===== src/rtl/core/heston_euler_path_step_assert.svh =====
// assertion macros for the heston path stepper
`ifndef HESTON_EULER_PATH_STEP_ASSERT_SVH
`define HESTON_EULER_PATH_STEP_ASSERT_SVH

// implication checked on every clock edge outside reset
`define HES_ASSERT_IMP(lbl, clk, rst_n, ante, cons) \
    lbl: assert property (@(posedge clk) disable iff (!rst_n) (ante) |-> (cons)) \
        else $error("assertion failed");

// next-cycle implication checked outside reset
`define HES_ASSERT_NEXT(lbl, clk, rst_n, ante, cons) \
    lbl: assert property (@(posedge clk) disable iff (!rst_n) (ante) |=> (cons)) \
        else $error("assertion failed");

`endif


===== src/rtl/core/hes_pkg.sv =====
package hes_pkg;

    // configuration register indexes
    localparam logic [2:0] REG_INIT_STOCK = 3'd0;
    localparam logic [2:0] REG_INIT_VAR   = 3'd1;
    localparam logic [2:0] REG_DRIFT      = 3'd2;
    localparam logic [2:0] REG_KAPPA      = 3'd3;
    localparam logic [2:0] REG_THETA      = 3'd4;
    localparam logic [2:0] REG_SIGMA      = 3'd5;
    localparam logic [2:0] REG_RHO        = 3'd6;
    localparam logic [2:0] REG_DT         = 3'd7;

    localparam int unsigned SQRT_STEPS = 24;

    // multiply operand selection
    typedef enum logic [3:0] {
        MUL_VDT, MUL_RHORHO, MUL_RHOZ1, MUL_RESTZ2, MUL_KAPTH, MUL_PULLDT,
        MUL_SIGR, MUL_KICK, MUL_MUDT, MUL_SGROW, MUL_SR, MUL_SRZ1
    } t_mul_sel;

    // controller to datapath commands
    typedef struct packed {
        logic     load;
        logic     mul_en;
        t_mul_sel mul_sel;
        logic     sqrt_start;
        logic     sqrt_sel;
        logic     sqrt_done_root;
        logic     store_write;
    } t_cmd;

    // datapath to controller status
    typedef struct packed {
        logic sqrt_busy;
    } t_status;

    // q16.16 product, floor shift then saturate
    function automatic logic signed [31:0] qmul(input logic signed [31:0] a,
                                               input logic signed [31:0] b);
        logic signed [63:0] p;
        logic signed [47:0] q;
        p = 64'(a) * 64'(b);
        q = p[63:16];
        if (q > 48'sd2147483647)       qmul = 32'sh7FFFFFFF;
        else if (q < -48'sd2147483648) qmul = 32'sh80000000;
        else                           qmul = q[31:0];
    endfunction

    // saturating add
    function automatic logic signed [31:0] sadd(input logic signed [31:0] a,
                                               input logic signed [31:0] b);
        logic signed [32:0] s;
        s = 33'(a) + 33'(b);
        if (s > 33'sd2147483647)       sadd = 32'sh7FFFFFFF;
        else if (s < -33'sd2147483648) sadd = 32'sh80000000;
        else                           sadd = s[31:0];
    endfunction

    // saturating subtract
    function automatic logic signed [31:0] ssub(input logic signed [31:0] a,
                                               input logic signed [31:0] b);
        logic signed [32:0] s;
        s = 33'(a) - 33'(b);
        if (s > 33'sd2147483647)       ssub = 32'sh7FFFFFFF;
        else if (s < -33'sd2147483648) ssub = 32'sh80000000;
        else                           ssub = s[31:0];
    endfunction

endpackage


===== src/rtl/core/hes_ctrl.sv =====
// sequencer for one path step
module hes_ctrl (
    input  logic             i_clk,
    input  logic             i_rst_n,
    input  logic             i_in_valid,
    output logic             o_in_ready,
    output logic             o_out_valid,
    input  logic             i_out_ready,
    input  hes_pkg::t_status i_status,
    output hes_pkg::t_cmd    o_cmd
);
    typedef enum logic [6:0] {
        ST_IDLE = 7'b0000001, ST_READ = 7'b0000010, ST_MUL = 7'b0000100,
        ST_SQ   = 7'b0001000, ST_SQW  = 7'b0010000, ST_WB  = 7'b0100000,
        ST_OUT  = 7'b1000000
    } t_state;

    t_state r_state, n_state;
    logic [3:0] r_step, n_step;
    logic r_sqn, n_sqn;

    // multiply schedule; a root follows step 0 and step 1
    always_comb begin
        n_state = r_state;
        n_step  = r_step;
        n_sqn   = r_sqn;
        o_cmd   = '0;
        o_cmd.mul_sel = hes_pkg::t_mul_sel'(r_step);
        o_cmd.sqrt_sel = r_sqn;
        unique case (r_state)
            ST_IDLE: if (i_in_valid) begin
                o_cmd.load = 1'b1;
                n_state = ST_READ;
            end
            ST_READ: begin
                n_step = '0;
                n_state = ST_MUL;
            end
            ST_MUL: begin
                o_cmd.mul_en = 1'b1;
                if (r_step == 4'd0 || r_step == 4'd1) begin
                    n_sqn = r_step[0];
                    n_state = ST_SQ;
                end else if (r_step == 4'd11) begin
                    n_state = ST_WB;
                end else begin
                    n_step = r_step + 4'd1;
                end
            end
            ST_SQ: begin
                o_cmd.sqrt_start = 1'b1;
                n_state = ST_SQW;
            end
            ST_SQW: if (!i_status.sqrt_busy) begin
                o_cmd.sqrt_done_root = 1'b1;
                n_step = r_sqn ? 4'd2 : 4'd1;
                n_state = ST_MUL;
            end
            ST_WB: begin
                o_cmd.store_write = 1'b1;
                n_state = ST_OUT;
            end
            ST_OUT: if (i_out_ready) n_state = ST_IDLE;
            default: n_state = ST_IDLE;
        endcase
    end

    always_ff @(posedge i_clk) begin
        if (!i_rst_n) begin
            r_state <= ST_IDLE;
            r_step  <= '0;
            r_sqn   <= 1'b0;
        end else begin
            r_state <= n_state;
            r_step  <= n_step;
            r_sqn   <= n_sqn;
        end
    end

    assign o_in_ready  = (r_state == ST_IDLE);
    assign o_out_valid = (r_state == ST_OUT);
endmodule


===== config.mk =====
export PLATFORM = sky130hd
export DESIGN_NAME = hes_ctrl
export DESIGN_NICKNAME = d
export VERILOG_FILES = /design/src/rtl/core/heston_euler_path_step_assert.svh /design/src/rtl/core/hes_pkg.sv /design/src/rtl/core/hes_ctrl.sv
export SDC_FILE = /design/constraint.sdc
export NUM_CORES = 1
export LEC_CHECK = 0
export ABC_AREA = 1
export ABC_CLOCK_PERIOD_IN_PS = 1300
export BUFFER_PORTS_ARGS = -buffer_cell sky130_fd_sc_hd__buf_4
export CAP_MARGIN = 15
export CORE_MARGIN = 4
export CORE_UTILIZATION = 47
export DETAILED_ROUTE_END_ITERATION = 12
export PLACE_DENSITY = 0.73
export SYNTH_ARGS = -nofsm -noshare
export SYNTH_HDL_FRONTEND = slang
export SYNTH_SLANG_ARGS = --single-unit

===== constraint.sdc =====
create_clock -name i_clk -period 1.3 [get_ports i_clk]
set_input_delay 0.065 -clock i_clk [delete_from_list [all_inputs] [get_ports i_clk]]
set_output_delay 0.065 -clock i_clk [all_outputs]
set_load 0.02 [all_outputs]

== After elaboration in Yosys (flattened, before gate mapping) ==
Cells that the tools add are included.

* Register bits after elaboration: 12
* Output and inout bits: 12
* Input bits: 5
* Word-level logic and storage cells: 43

* Equality and inequality tests: 15
* Muxes and demuxes: 18
* $add $sub $neg: 1
* Reductions and logical operators: 6

{| class="wikitable"
|+ Operators with widths
! operator !! count
|-
| $pmux 7 s7 || 1
|-
| $mux 7 || 5
|-
| $mux 4 || 3
|-
| $pmux 4 s3 || 1
|-
| $ne 2x2->1 const B || 4
|-
| $reduce_and 4->1 || 2
|-
| $eq 7x1->1 const B || 1
|-
| $eq 7x2->1 const B || 1
|-
| $eq 7x3->1 const B || 1
|-
| $eq 7x4->1 const B || 1
|-
| $eq 7x5->1 const B || 1
|-
| $eq 7x6->1 const B || 1
|-
| $eq 7x7->1 const B || 1
|-
| $mux 1 || 7
|-
| $add 4x1->4 const B || 1
|-
| $eq 4x1->1 const B || 1
|-
| $eq 4x4->1 const B || 1
|-
| $logic_not 4->1 || 1
|-
| $ne 3x3->1 const B || 1
|-
| $reduce_bool 3->1 || 1
|-
| $mux 2 || 1
|-
| $ne 2x1->1 const B || 1
|-
| $reduce_and 2->1 || 1
|-
| $logic_or 1x1->1 || 1
|}

== Logic depth before layout (Yosys ltp) ==
Gate-level depths: netlist (run 1).

* Depth after elaboration: 4
* Gate-level depth with buffers: 11
* Mapped depth without buffers: 11

== Worst setup path before layout (run 1) ==
OpenSTA, ideal clock, no wires.

* Kind: reg2reg
* Start point: register r_step[0]
* End point: register r_step[0]
* Cell stages (with the launch flop): 11
* Data arrival time: 1.400 ns
* Setup slack: -0.213 ns
* Required time: 1.187 ns
* Cell sequence: dfxtp_1 inv_1 ha_1 nor2_1 nor2_2 nand3_2 nand2_1 inv_2 nand2_4 nor2_1 nor2_1

* Longest elaborated chain between the ends: 4

{| class="wikitable"
|+ RTL lines
! what !! line !! text
|-
| start: declaration || hes_ctrl.sv:19 || <nowiki>logic [3:0] r_step, n_step;</nowiki>
|-
| start signal: assignment || hes_ctrl.sv:75 || <nowiki>r_step <= n_step;</nowiki>
|-
| $add 4x1->4 (tied with other cells) || hes_ctrl.sv:47 || <nowiki>n_step = r_step + 4'd1;</nowiki>
|-
| $mux 4 or $logic_or 1x1->1 (tied branches) || hes_ctrl.sv:44, hes_ctrl.sv:41 ||
|-
| $mux 4 or $ne 2x2->1 (tied branches) || - ||
|-
| $pmux 4 s3 or $reduce_and 4->1 (tied branches) || - ||
|}

Several ways; a longest one is shown, not always the timed one. The select of a mux whose other input is x is not followed.
A chain may end at the register's enable or synchronous reset.

== Final worst setup path (run 1) ==
Ends and elaborated chain as after synthesis.

==> results of run 1 <==
==> per-layer routing <==
metal,vias up,track usage [%],share of wire (%)
met2,17,28.4,48
met3,3,3.61,2.2
met1,425,23.9,48
met5,-,0,0
met4,0,6.91,1.4
li1,454,-,-
==> sequential cells by signal, indices dropped and copies added (netlist names) <==
register,flops
r_state,7
r_sqn,1
r_step,4
==> what timing repair did <==
| item | 4_1_cts | 5_1_grt |
|---|---|---|
| endpoints found under the setup margin | 9 | 15 |
| gates resized for setup | 12 | 38 |
| pin swaps | 10 | 20 |
| setup buffers | 8 | 7 |
| hold buffers | 0 | 0 |
==> synth_stat cells <==
library cell  count
a21oi_1           5
a21oi_2           1
buf_4             1
clkinv_1          1
dfxtp_1          12
ha_1              3
inv_1            15
inv_2             6
inv_4             1
nand2_1          22
nand2_2           2
nand2_4           3
nand3_1          11
nand3_2           3
nand3b_1          1
nand4_1           2
nor2_1           18
nor2_2            5
nor2_4            4
nor3_1            2
nor4_1            1
o22ai_1           1
xnor2_1           1
==> power breakdown <==
part           internal [mW]  switching [mW]
Clock                  0.112           0.137
Sequential             0.370          0.0163
Combinational          0.108           0.131
==> placed cells by master (no fill, tap or decap) <==
master and count:
dfxtp_2 3, nor2_4 9, ha_1 1, o22ai_1 1, inv_1 9, clkbuf_4 3
clkinv_1 2, buf_6 6, inv_4 5, dfxtp_1 3, nand2_2 6, nand4_1 2
nor2_1 11, nand2_1 16, a21oi_1 2, xnor2_1 1, nand3_1 9, dfxtp_4 6
nor2_2 7, ha_4 2, nor4_2 1, a21oi_2 4, nor3_1 2, nand3b_1 1
nand2_4 5, buf_4 29, nand3_2 5, inv_2 8
==> logic make-up after synthesis <==
family                   after synthesis
adder cells (fa/ha/maj)                3
AND/OR/NAND/NOR                       74
flip-flops                            12
AO/OA/AOI/OAI                          7
XOR/XNOR                               1
buffers and inverters                 24
==> layout make-up <==
type,instances,area (um2)
multi-input combinational,85,601
inverter,23,98.8
clock buffer,3,22.5
fill,93,279
timing repair buffer,35,285
tap,16,20.0
sequential,12,267
clock inverter,1,3.75
==> stage by stage <==
stage | TNS (ns) | setup slack [ns] | instance area [um2] | total power, mW
6_report | -0.532 | -0.0889 | 1300 | 0.874
3_3_place_gp | 0 | 0.00506 | 1010 | 0.546
2_1_floorplan | 0 | 0.00487 | 845 | 0.498
3_5_place_dp | -0.0557 | -0.0307 | 1010 | 0.549
4_1_cts | -0.179 | -0.0511 | 1130 | 0.818
5_1_grt | -1.65 | -0.173 | 1300 | 0.931
==> path summary, 6_finish.rpt <==
path,from,endpoint,cells past startpoint
hold reg to reg,r_sqn$_SDFFE_PN0P_,r_sqn$_SDFFE_PN0P_,2
setup reg to reg,r_step[0]$_SDFFE_PN0P_,r_step[0]$_SDFFE_PN0P_,11
setup / recovery,r_step[0]$_SDFFE_PN0P_,r_step[0]$_SDFFE_PN0P_,11
hold / removal,i_rst_n,r_step[0]$_SDFFE_PN0P_,3
==> tightest hold or removal path, delay by kind of cell <==
family,cells,cell delay (ns)
simple gates,2,0.11
buf+inv,1,0.13
==> impl_metrics.csv, run 1 <==
group,metric,value,unit
placement,gp_congestion,0.805,
yosys,synth_fa_ha_area_share,4.59,%
pwr,vdd_ir_drop_max,553,uV
sta,maxSlewHeadroom,77.5,%
floorplanning,die-area,0.00247,mm2
placement,place_inst,157,
final_layout,diodes,0,
setup_path,cp-start-kind,"register",
setup_path,cp-end-kind,"register",
yosys,synth_area,817,um2
hold_path,hold_path_class,"input pin to register",
setup_path,crit_buf_inv,2,
floorplanning,die_y,49.7,um
pwr,power_density,674,mW/mm2
global_route,grt_pass1_wl,3480,um
final_layout,syn2layout_area_growth,58.8,%
global_route,grt_max_degree,10,
floorplanning,core_region_area,0.00158,mm2
final_layout,layout-drive-gt1-share,62.3,%
yosys,synth_cells,121,
yosys,synth_top_family_by_area,"simple AND/OR/NAND/NOR gates",
placement,place_hpwl,1450,um
yosys,yosysUniqueCellTypes,23,
setup_path,worstPathMaxFanout,6,
outcome,violations,"setup timing",
sta,min_period,1.39,ns
yosys,ys_top_cells_by_area,"dfxtp_1, nand2_1, nor2_1",
clock_tree,clock_path_buffers,2,
outcome,status,"finished with violations",
setup_path,crit_chain,"inv_4 -> ha_4 -> nor2_4 -> nor2_4 -> nand3_2 -> nand2_2 -> inv_4 -> nand2_4 -> nand2_1 -> nand2_1 -> nor2_1",
setup_path,critical_path.max_stage_delay,0.41,ns
clock_tree,htreeDepth,1,
drt,vias_per_cell,5.14,
yosys,post-synth-top-area-fraction,29.4,%
sta,fmax,0.720,GHz
clock_tree,ctsRootBufferMaster,"clkbuf_4",
clock_tree,clock_latency,0.29,ns
drt,avgRoutedWirePerCell,13.3,um
drt,vias,899,
sta,skew,0.0102,ns
pwr,power.leakage,0.591,nW
drt,drc,0,
drt,ant_nets,0,
sta,min_period_over_period,107,%
clock_tree,numCtsBuffers,3,
yosys,synth_mux_area_share,0,%
clock_tree,cts_tree,"done",
global_route,antenna_found_initial,0,
yosys,yosys_register_bits,12,
yosys,ys_warn_count,0,
global_route,gr-total-overflow,0,
yosys,synth_largest_area_cell,"dfxtp_1",
final_layout,stdcell_count,175,
yosys,synth-compound-area-share,4.90,%
global_route,grt_pass1_vias,804,
final_layout,fin_nets,168,
clock_tree,clock_sinks,12,
setup_path,cpMaxStageDelayCell,"dfxtp_4",
sta,tightest_slew,0.336,ns
setup_path,cp.required,1.52,ns
floorplanning,start_util,51.8,%
sta,finalHoldViolCount,0,
drt,wirelength,2330,um
floorplanning,fp-row-count,14,
setup_path,r2r_slack,-0.09,ns
drt,drt_first_pass_iters,4,
setup_path,critical_path_class,"register to register",
setup_path,crit_family,"simple AND/OR/NAND/NOR gates",
yosys,synthSimpleGateAreaFrac,48.2,%
yosys,ys_seq_area_share,29.4,%
drt,drt_iter0_drc,25,
yosys,avgSynthCellArea,6.75,um2
yosys,synth_nets,129,
sta,slew_viol_final,0,
sta,rsz0062_at_grt,"true",
floorplanning,ios,17,
final_layout,final_util,82.3,%
sta,finalSetupViolations,10,
sta,timing.final.ws_setup,-0.0889,ns
yosys,synthXorXnorAreaFrac,1.07,%
run,drv_cap,0,
setup_path,cp.arrival,1.61,ns
placement,portBuffers,16,
clock_tree,clkSlewWorstSetupHoldPaths,0.08,ns
sta,timing.hold.ws,0.0421,ns
floorplanning,die_w,49.7,um
global_route,grt_usage,18.0,%
Power figures use the tool's default switching activity.
==> inputs of run 2 (changes only) <==
--- a/config.mk
+++ b/config.mk
@@ -6,13 +6,14 @@
 export NUM_CORES = 1
 export LEC_CHECK = 0
 export ABC_AREA = 1
-export ABC_CLOCK_PERIOD_IN_PS = 1300
+export ABC_CLOCK_PERIOD_IN_PS = 1500
 export BUFFER_PORTS_ARGS = -buffer_cell sky130_fd_sc_hd__buf_4
 export CAP_MARGIN = 15
 export CORE_MARGIN = 4
-export CORE_UTILIZATION = 47
+export CORE_UTILIZATION = 52
 export DETAILED_ROUTE_END_ITERATION = 12
-export PLACE_DENSITY = 0.73
+export GPL_ROUTABILITY_DRIVEN = 0
+export PLACE_DENSITY = 0.76
 export SYNTH_ARGS = -nofsm -noshare
 export SYNTH_HDL_FRONTEND = slang
 export SYNTH_SLANG_ARGS = --single-unit
==> constraint.sdc (replaced) <==
create_clock -name i_clk -period 1.5 [get_ports i_clk]
set_input_delay 0.075 -clock i_clk [delete_from_list [all_inputs] [get_ports i_clk]]
set_output_delay 0.075 -clock i_clk [all_outputs]
set_load 0.02 [all_outputs]
==> run 2 against run 1 <==
Compared with the run above:
- the flow now finishes without violations
- sequential power fell by 13%
- total power fell by 14%
- combinational power fell by 36%
- hold slack improved by 0.0050 ns
- first-iteration DRC count fell by 56%
- routed wire length fell by 16%
- flip-flop and latch count did not move
- critical path depth fell by 1
- clock skew fell by 0.0087 ns
- register-to-register slack improved by 0.17 ns
- core utilization fell by 8.5 points
- clock power rose by 5%
- largest power group unchanged
- highest routed layer unchanged
==> impl_metrics.csv, run 2 (synthesized netlist as in run 1, its figures left out) <==
group,metric,value,unit
floorplanning,ios,17,
clock_tree,ctsHoldBuffers,0,
setup_path,cp.required,1.71,ns
pwr,power.leakage,0.529,nW
setup_path,worstPathMaxFanout,6,
hold_path,hold_path_class,"input pin to register",
floorplanning,die_w,47.6,um
final_layout,regMostFlops,"r_state",
drt,avgRoutedWirePerCell,12.0,um
sta,tightest_slew,0.315,ns
pwr,cellInternalPower,0.534,mW
placement,portBuffers,16,
clock_tree,clkSlewWorstSetupHoldPaths,0.08,ns
setup_path,cp-start-kind,"register",
setup_path,critical_path_class,"register to register",
final_layout,final_util,73.8,%
setup_path,cp-end-kind,"register",
setup_path,crit_buf_inv,2,
floorplanning,die_y,47.6,um
sta,finalHoldViolCount,0,
clock_tree,numCtsBuffers,3,
final_layout,syn2layout_area_growth,34.5,%
drt,ant_nets,0,
setup_path,crit_chain,"inv_2 -> ha_2 -> nor2_2 -> nor2_4 -> nand3_2 -> nand2_2 -> inv_2 -> nand2_4 -> nand2_2 -> a21oi_2",
final_layout,mostFrequentLayoutCell,"buf_4",
clock_tree,clock_path_buffers,2,
drt,drc,0,
sta,rsz0062_at_grt,"true",
setup_path,critical_path.max_stage_delay,0.38,ns
sta,skew,0.00148,ns
floorplanning,fp-row-count,14,
drt,vias,841,
drt,vias_per_cell,5.16,
final_layout,final_cell_mix,"buf_4, nand2_1, nor2_1, inv_1, nand3_1",
final_layout,layout-drive-gt1-share,44.2,%
drt,wirelength,1950,um
pwr,vdd_ir_drop_max,451,uV
global_route,grt_usage,19.1,%
setup_path,crit_family,"simple AND/OR/NAND/NOR gates",
final_layout,largest_registers,"r_state: 7 flops, r_step: 4 flops, r_sqn: 1 flops",
floorplanning,start_util,54.9,%
drt,drt_first_pass_iters,6,
sta,min_period_over_period,94.7,%
final_layout,diodes,0,
sta,slew_viol_final,0,
global_route,antenna_found_initial,0,
sta,min_period,1.42,ns
clock_tree,clock_latency,0.28,ns
setup_path,cp.arrival,1.63,ns
global_route,grt_pass1_vias,734,
global_route,gr-total-overflow,0,
sta,maxSlewHeadroom,78.9,%
sta,fmax,0.704,GHz
global_route,grt_max_degree,10,
placement,placed_area,951,um2
pwr,comb_power_share,20.3,%
pwr,p_sw,0.216,mW
final_layout,final_cell_area,0.00110,mm2
clock_tree,cts_tree,"done",
clock_tree,clock_sinks,12,
pwr,power.share.sequential,44.8,%
run,drv_cap,0,
setup_path,cpMaxStageDelayCell,"dfxtp_4",
clock_tree,ctsRootBufferMaster,"clkbuf_4",
pwr,power_density,683,mW/mm2
clock_tree,htreeDepth,1,
placement,place_hpwl,1410,um
floorplanning,core_region_area,0.00149,mm2
outcome,status,"finished, final reports clean",
drt,drt_iter0_drc,11,
sta,finalSetupViolations,0,
pwr,clockPowerShare,34.9,%
final_layout,fin_nets,156,
global_route,grt_pass1_wl,3020,um
pwr,switching_share,28.8,%
final_layout,largest_reg_flops,7,
floorplanning,die-area,0.00227,mm2
final_layout,fillers,123,
-- run 2: cell count changes in the layout (fill, tap and decap cells not counted), moves of 2 or more --
cell,change
inv_1,+4
nor2_4,-2
dfxtp_4,-4
nand2_4,-2
buf_4,-6
nand2_1,+3
dfxtp_2,-2
dfxtp_1,+6
a21oi_2,-2
nor2_1,+6
a21oi_1,+2
inv_4,-3
nor2_2,-4
buf_6,-6
-- run 2: repair_timing --
action,4_1_cts,5_1_grt
endpoints found under the setup margin,0,8
gates resized for setup,0,19
setup buffers,0,7
-- run 2: power by group through the flow --
stage          clock network, mW  logic (mW)  registers, mW
5_1_grt                    0.284       0.170          0.338
3_5_place_dp                   0       0.131          0.345
3_3_place_gp                   0       0.127          0.344
2_1_floorplan                  0      0.0884          0.345
6_report                   0.262       0.152          0.336
4_1_cts                    0.265       0.131          0.337
-- run 2: path summary, 6_finish.rpt --
check / slack [ns] / from / cells after the start / end
worst max register to register: 0.08 / r_step[0]$_SDFFE_PN0P_ / 10 / r_step[3]$_SDFFE_PN0P_
worst min-delay path: 0.05 / i_rst_n / 3 / r_state[5]$_SDFFE_PN0P_
worst max-delay path: 0.08 / r_step[0]$_SDFFE_PN0P_ / 10 / r_step[3]$_SDFFE_PN0P_
worst min register to register: 0.53 / r_step[1]$_SDFFE_PN0P_ / 2 / r_step[1]$_SDFFE_PN0P_
-- run 2: layer usage --
metal	share of wire, %	routed length [um]	track usage, %
met1	42	816	23.0
met2	51	988	31.0
met3	5.7	112	4.51
met4	1.7	33	10.8
met5	0	0	0
-- run 2: area by class of cell --
type / instances / area (um2) / share of cell area (%)
Tap cell: 16 / 20.0 / 1.82
Multi-Input combinational cell: 85 / 529 / 48.2
Sequential cell: 12 / 249 / 22.7
Inverter: 23 / 91.3 / 8.31
Clock buffer: 4 / 36.3 / 3.30
Timing Repair Buffer: 23 / 173 / 15.7
-- run 2: per-stage QoR --
step | setup slack [ns] | hold WS, ns | TNS, ns | cells | total power [mW]
after floorplan | 0.0239 | 0.188 | 0 | 121 | 0.433
after global placement | 0.112 | 0.330 | 0 | 152 | 0.471
after detailed placement | 0.0615 | 0.334 | 0 | 152 | 0.475
after CTS | 0.0401 | 0.0483 | 0 | 156 | 0.733
after global routing | -0.0323 | 0.0619 | -0.102 | 163 | 0.792
final | 0.0792 | 0.0470 | 0 | 163 | 0.750
-- run 2: tightest hold or removal path, cell delays in order --
cell and delay (ns):
buf_4 0.10, nand3_1 0.07, inv_1 0.05
